===== src/design/f12ccw_pkg.sv =====
package f12ccw_pkg;

  // table size in bytes, 512 to 8192
  localparam int TABLE_BYTES = 8192;
  localparam int TABLE_AW    = $clog2(TABLE_BYTES);

  localparam logic [11:0] END_MARK = 12'hFF8;

  // configuration register indexes
  localparam logic CFG_REG_DATA_START = 1'b0;
  localparam logic CFG_REG_SPC        = 1'b1;

  typedef enum logic [1:0] {
    ACT_LOAD    = 2'd0,
    ACT_START   = 2'd1,
    ACT_ADVANCE = 2'd2,
    ACT_UNUSED  = 2'd3
  } action_t;

  typedef enum logic [1:0] {
    ST_VALID    = 2'd0,
    ST_END      = 2'd1,
    ST_BAD      = 2'd2,
    ST_NO_CHAIN = 2'd3
  } status_t;

  typedef enum logic [2:0] {
    S_IDLE,
    S_RD0,
    S_RD1,
    S_JUDGE,
    S_EMIT
  } walk_state_t;

  typedef struct packed {
    logic [1:0]  action;
    logic [12:0] table_index;
    logic [7:0]  table_byte;
    logic [11:0] start_cluster;
  } in_item_t;

  typedef struct packed {
    logic [11:0] cluster_number;
    logic [20:0] sector_address;
    logic [1:0]  status;
  } out_item_t;

  typedef struct packed {
    logic [19:0] data_start_lba;
    logic [7:0]  sectors_per_cluster;
  } cfg_t;

  // byte offset of the packed entry, c*3/2
  function automatic logic [13:0] entry_off(input logic [11:0] c);
    logic [13:0] tri_c;
    tri_c = {2'b00, c} + {1'b0, c, 1'b0};
    return {1'b0, tri_c[13:1]};
  endfunction

  // both entry bytes lie inside the table and the cluster is a data cluster
  function automatic logic in_table(input logic [11:0] c);
    logic [13:0] last;
    last = entry_off(c) + 14'd1;
    return (c >= 12'd2) && (last < 14'(TABLE_BYTES));
  endfunction

endpackage


===== src/design/f12ccw_lba.sv =====
module f12ccw_lba
  import f12ccw_pkg::*;
(
  input  logic        clk,
  input  cfg_t        cfg,
  input  logic [11:0] cluster,
  output logic [20:0] lba_r
);

  logic [11:0] rel;
  logic [19:0] prod;
  logic [20:0] lba_nxt;

  always_comb begin
    rel     = cluster - 12'd2;
    prod    = {8'd0, rel} * {12'd0, cfg.sectors_per_cluster};
    lba_nxt = {1'b0, cfg.data_start_lba} + {1'b0, prod};
  end

  always_ff @(posedge clk) begin
    lba_r <= lba_nxt;
  end

endmodule


===== config.mk =====
export PLATFORM = sky130hd
export DESIGN_NAME = f12ccw_lba
export DESIGN_NICKNAME = d
export VERILOG_FILES = /design/src/design/f12ccw_pkg.sv /design/src/design/f12ccw_lba.sv
export SDC_FILE = /design/constraint.sdc
export NUM_CORES = 1
export LEC_CHECK = 0
export BUFFER_PORTS_ARGS = -buffer_cell sky130_fd_sc_hd__buf_2
export CAP_MARGIN = 5
export CELL_PAD_IN_SITES_DETAIL_PLACEMENT = 0
export CELL_PAD_IN_SITES_GLOBAL_PLACEMENT = 1
export CORE_MARGIN = 5
export CORE_UTILIZATION = 30
export CTS_CLUSTER_SIZE = 10
export DETAILED_ROUTE_END_ITERATION = 12
export GPL_TIMING_DRIVEN = 0
export HOLD_SLACK_MARGIN = 0.03
export PLACE_DENSITY_LB_ADDON = 0.1
export REMOVE_ABC_BUFFERS = 1
export SLEW_MARGIN = 20
export SYNTH_ARGS = -nofsm -noshare
export SYNTH_HDL_FRONTEND = slang
export SYNTH_SLANG_ARGS = --single-unit

===== constraint.sdc =====
create_clock -name clk -period 5.1 [get_ports clk]
set_clock_uncertainty 0.2 [all_clocks]
set_input_delay 0.765 -clock clk [delete_from_list [all_inputs] [get_ports clk]]
set_output_delay 0.765 -clock clk [all_outputs]
set_load 0.005 [all_outputs]

==> impl_metrics.csv <==
group,metric,value,unit
synth,yosys_warnings,0,
clock_network,clock_path_buffers,2,
synth,synth-edff-count,0,
drt,drtIter0Drc,55,
clock_network,htreeDepth,1,
final_layout,fill_cells,1479,
floorplanning,die_area,17100,um^2
sta,fin_crit,5.42,ns
clock_network,tritoncts,"yes",
synth,synth-main-ff-cell,"dfxtp_1",
final_layout,num_antenna_cells,0,
clock_network,cts.sinks,21,
setup_path,cp_max_fo,5,
grt,grt_remaining_overflow,0,
drt,drcViolationCount,0,
setup_path,required,5.05,ns
sta,slew_headroom,70.5,%
drt,first_pass_iters,4,
sta,finalMaxSlewViolations,0,
drt,routedWlPerCell,14.5,um
clock_network,cts_buffers,3,
synth,ys_seq_area_share,9.63,%
drt,via_per_inst,4.47,
drt,ant_nets,0,
sta,worst_pin_slew,0.440,ns
clock_network,cts.root.buffer_cell,"clkbuf_16",
hold_path,min_path_type,"primary input to flip-flop",
synth,synth_cells,491,
final_layout,largest_registers,"lba_r: 21 flops",
sta,final_min_period_over_clock_period,106,%
floorplanning,die_w,131,um
clock_network,path_clk_slew,0.06,ns
floorplanning,chipHeight,131,um
clock_network,cts_hold_buf,0,
final_layout,regMostFlops,"lba_r",
sta,setup_slack,-0.323,ns
pwr,powerDensity,649,nW/um^2
outcome,status,"finished with violations",
floorplanning,rows,44,
placed_design,place.gp.congestion,0.753,
final_layout,drive_gt1_share,31.6,%
placed_design,dpl.hpwl,8740,um
synth,ys_ff_latch,21,
grt,grt_usage,13.4,%
synth,syn_area,4370,um^2
grt,grt_max_degree,13,
sta,finalHoldViolCount,0,
synth,ys_types,46,
synth,async_flop_share,0,%
setup_path,worstSetupPathType,"primary input to flip-flop",
sta,setup_viol,10,
final_layout,final_area,5790,um^2
final_layout,layout_commonest_cell,"inv_1",
setup_path,cp-end-kind,"flip-flop",
grt,antenna_found_initial,0,
run,cap_violations,0,
floorplanning,core-area,14400,um^2
sta,max_clock_freq,184,MHz
final_layout,synthToLayoutAreaGrowth,32.6,%
setup_path,crit_arrival,5.38,ns
placed_design,port_buffers,61,
pwr,p_leak,2.86,nW
sta,rsz0062_at_grt,"yes",
outcome,failed_checks,"negative setup slack",
placed_design,postPlaceCellArea,4850,um^2
final_layout,largest_reg_flops,21,
grt,grt_pass1_vias,3544,
pwr,ir_worst_vdd,341,uV
grt,grt_first_pass_wirelength,17800,um
synth,syn_avg_cell_area,8.89,um^2
setup_path,startpoint_type,"primary input",
drt,drt-total-wl,11100,um
final_layout,final_util,40.1,%
floorplanning,floorplan.initialDensity,30.3,%
final_layout,fin_nets,741,
placed_design,place_ws,-1.38,ns
final_layout,layout_common_cells,"114 x inv_1, 76 x fa_1, 58 x buf_2",
floorplanning,io_pins,62,
drt,via_count,3413,
cell usage after synthesis (all sizes together) (2+ instances only):
master	number	share of area [%]
a21oi	11	1.3
xor2	10	2.5
nor2b	21	3.0
o21ai	11	1.3
nor3	6	0.80
dfxtp	21	9.6
nand2	43	3.7
nand4	2	0.29
buf	2	0.20
o21bai	2	0.34
nand2b	10	1.4
xnor2	9	1.8
mux2i	2	0.46
nor2	11	0.95
inv	126	11
fa	79	36
a31oi	2	0.29
nand3	6	0.80
ha	41	12
o211ai	3	0.52
clkbuf	10	0.86
and2	40	5.7
nand4b	2	0.40
nor4	3	1.1
a21o	4	0.69
worst paths after layout:
path	from	endpoint	depth (start not counted)
max	cluster[4]	lba_r[20]	21
min	cfg[8]	lba_r[0]	2
per-layer routing:
metal  part of all wire [%]  global-route usage (%)
met1                     41                    16.6
met2                     56                    25.5
met5                      0                       0
met4                   0.47                    1.15
met3                    2.8                    1.83
worst max-delay path, stage by stage:
cell	delay (ns)
buf_8	0.10
nor4_4	0.27
buf_4	0.17
nand2_4	0.06
buf_12	0.13
xnor2_4	0.13
buf_4	0.17
and2_1	0.17
fa_1	0.58
fa_1	0.47
fa_1	0.55
inv_1	0.05
fa_1	0.53
inv_1	0.06
ha_4	0.16
a21o_1	0.17
a21o_1	0.16
a41o_1	0.23
nor3b_2	0.19
a22oi_2	0.07
xor2_1	0.16
metrics by stage:
| stage | TNS, ns | total power, W | instances | hold WS (ns) |
|---|---|---|---|---|
| final | -2.31 | 0.00376 | 763 | 0.520 |
| after global routing | -4.85 | 0.00416 | 763 | 0.527 |
| after floorplan | -2.74 | 0.00189 | 479 | 0.695 |
| after global placement | -15.50 | 0.00244 | 724 | 0.787 |
| after CTS | -3.25 | 0.00335 | 755 | 0.519 |
| after detailed placement | -15.32 | 0.00244 | 724 | 0.792 |
timing repair:
action | 4_1_cts | 5_1_grt
gates resized for setup | 87 | 36
endpoints found under the setup margin | 15 | 13
buffers inserted | 27 | 8
pin swaps | 57 | 38
kinds of logic (layout without fill, tap and decap cells):
kind of cell    after synthesis  in the layout  synth area share [%]
compound gates               44             44                  6.94
xor+xnor                     19             19                  4.33
fa+ha+maj                   120            120                  48.0
buf+inv                     138            226                  11.9
flops                        21             21                  9.63
mux                           2              2                 0.459
simple gates                147            147                  18.8
cell type report:
| type | count | area, um^2 | area share [%] |
|---|---|---|---|
| Clock buffer | 3 | 75.1 | 1.30 |
| Clock inverter | 1 | 5.00 | 0.0864 |
| Inverter | 126 | 477 | 8.23 |
| Multi-Input combinational cell | 332 | 3950 | 68.3 |
| Sequential cell | 21 | 420 | 7.26 |
| Tap cell | 184 | 230 | 3.98 |
| Timing Repair Buffer | 96 | 629 | 10.9 |
report_power, final:
group	switching [W]	internal, W	total, W
combinational	0.00169	0.00161	0.00330
sequential	0.0000162	0.000275	0.000291
clock	0.0000674	0.000106	0.000173
total	0.00177	0.00199	0.00376
Note: power is estimated with default switching activity, not from simulation.
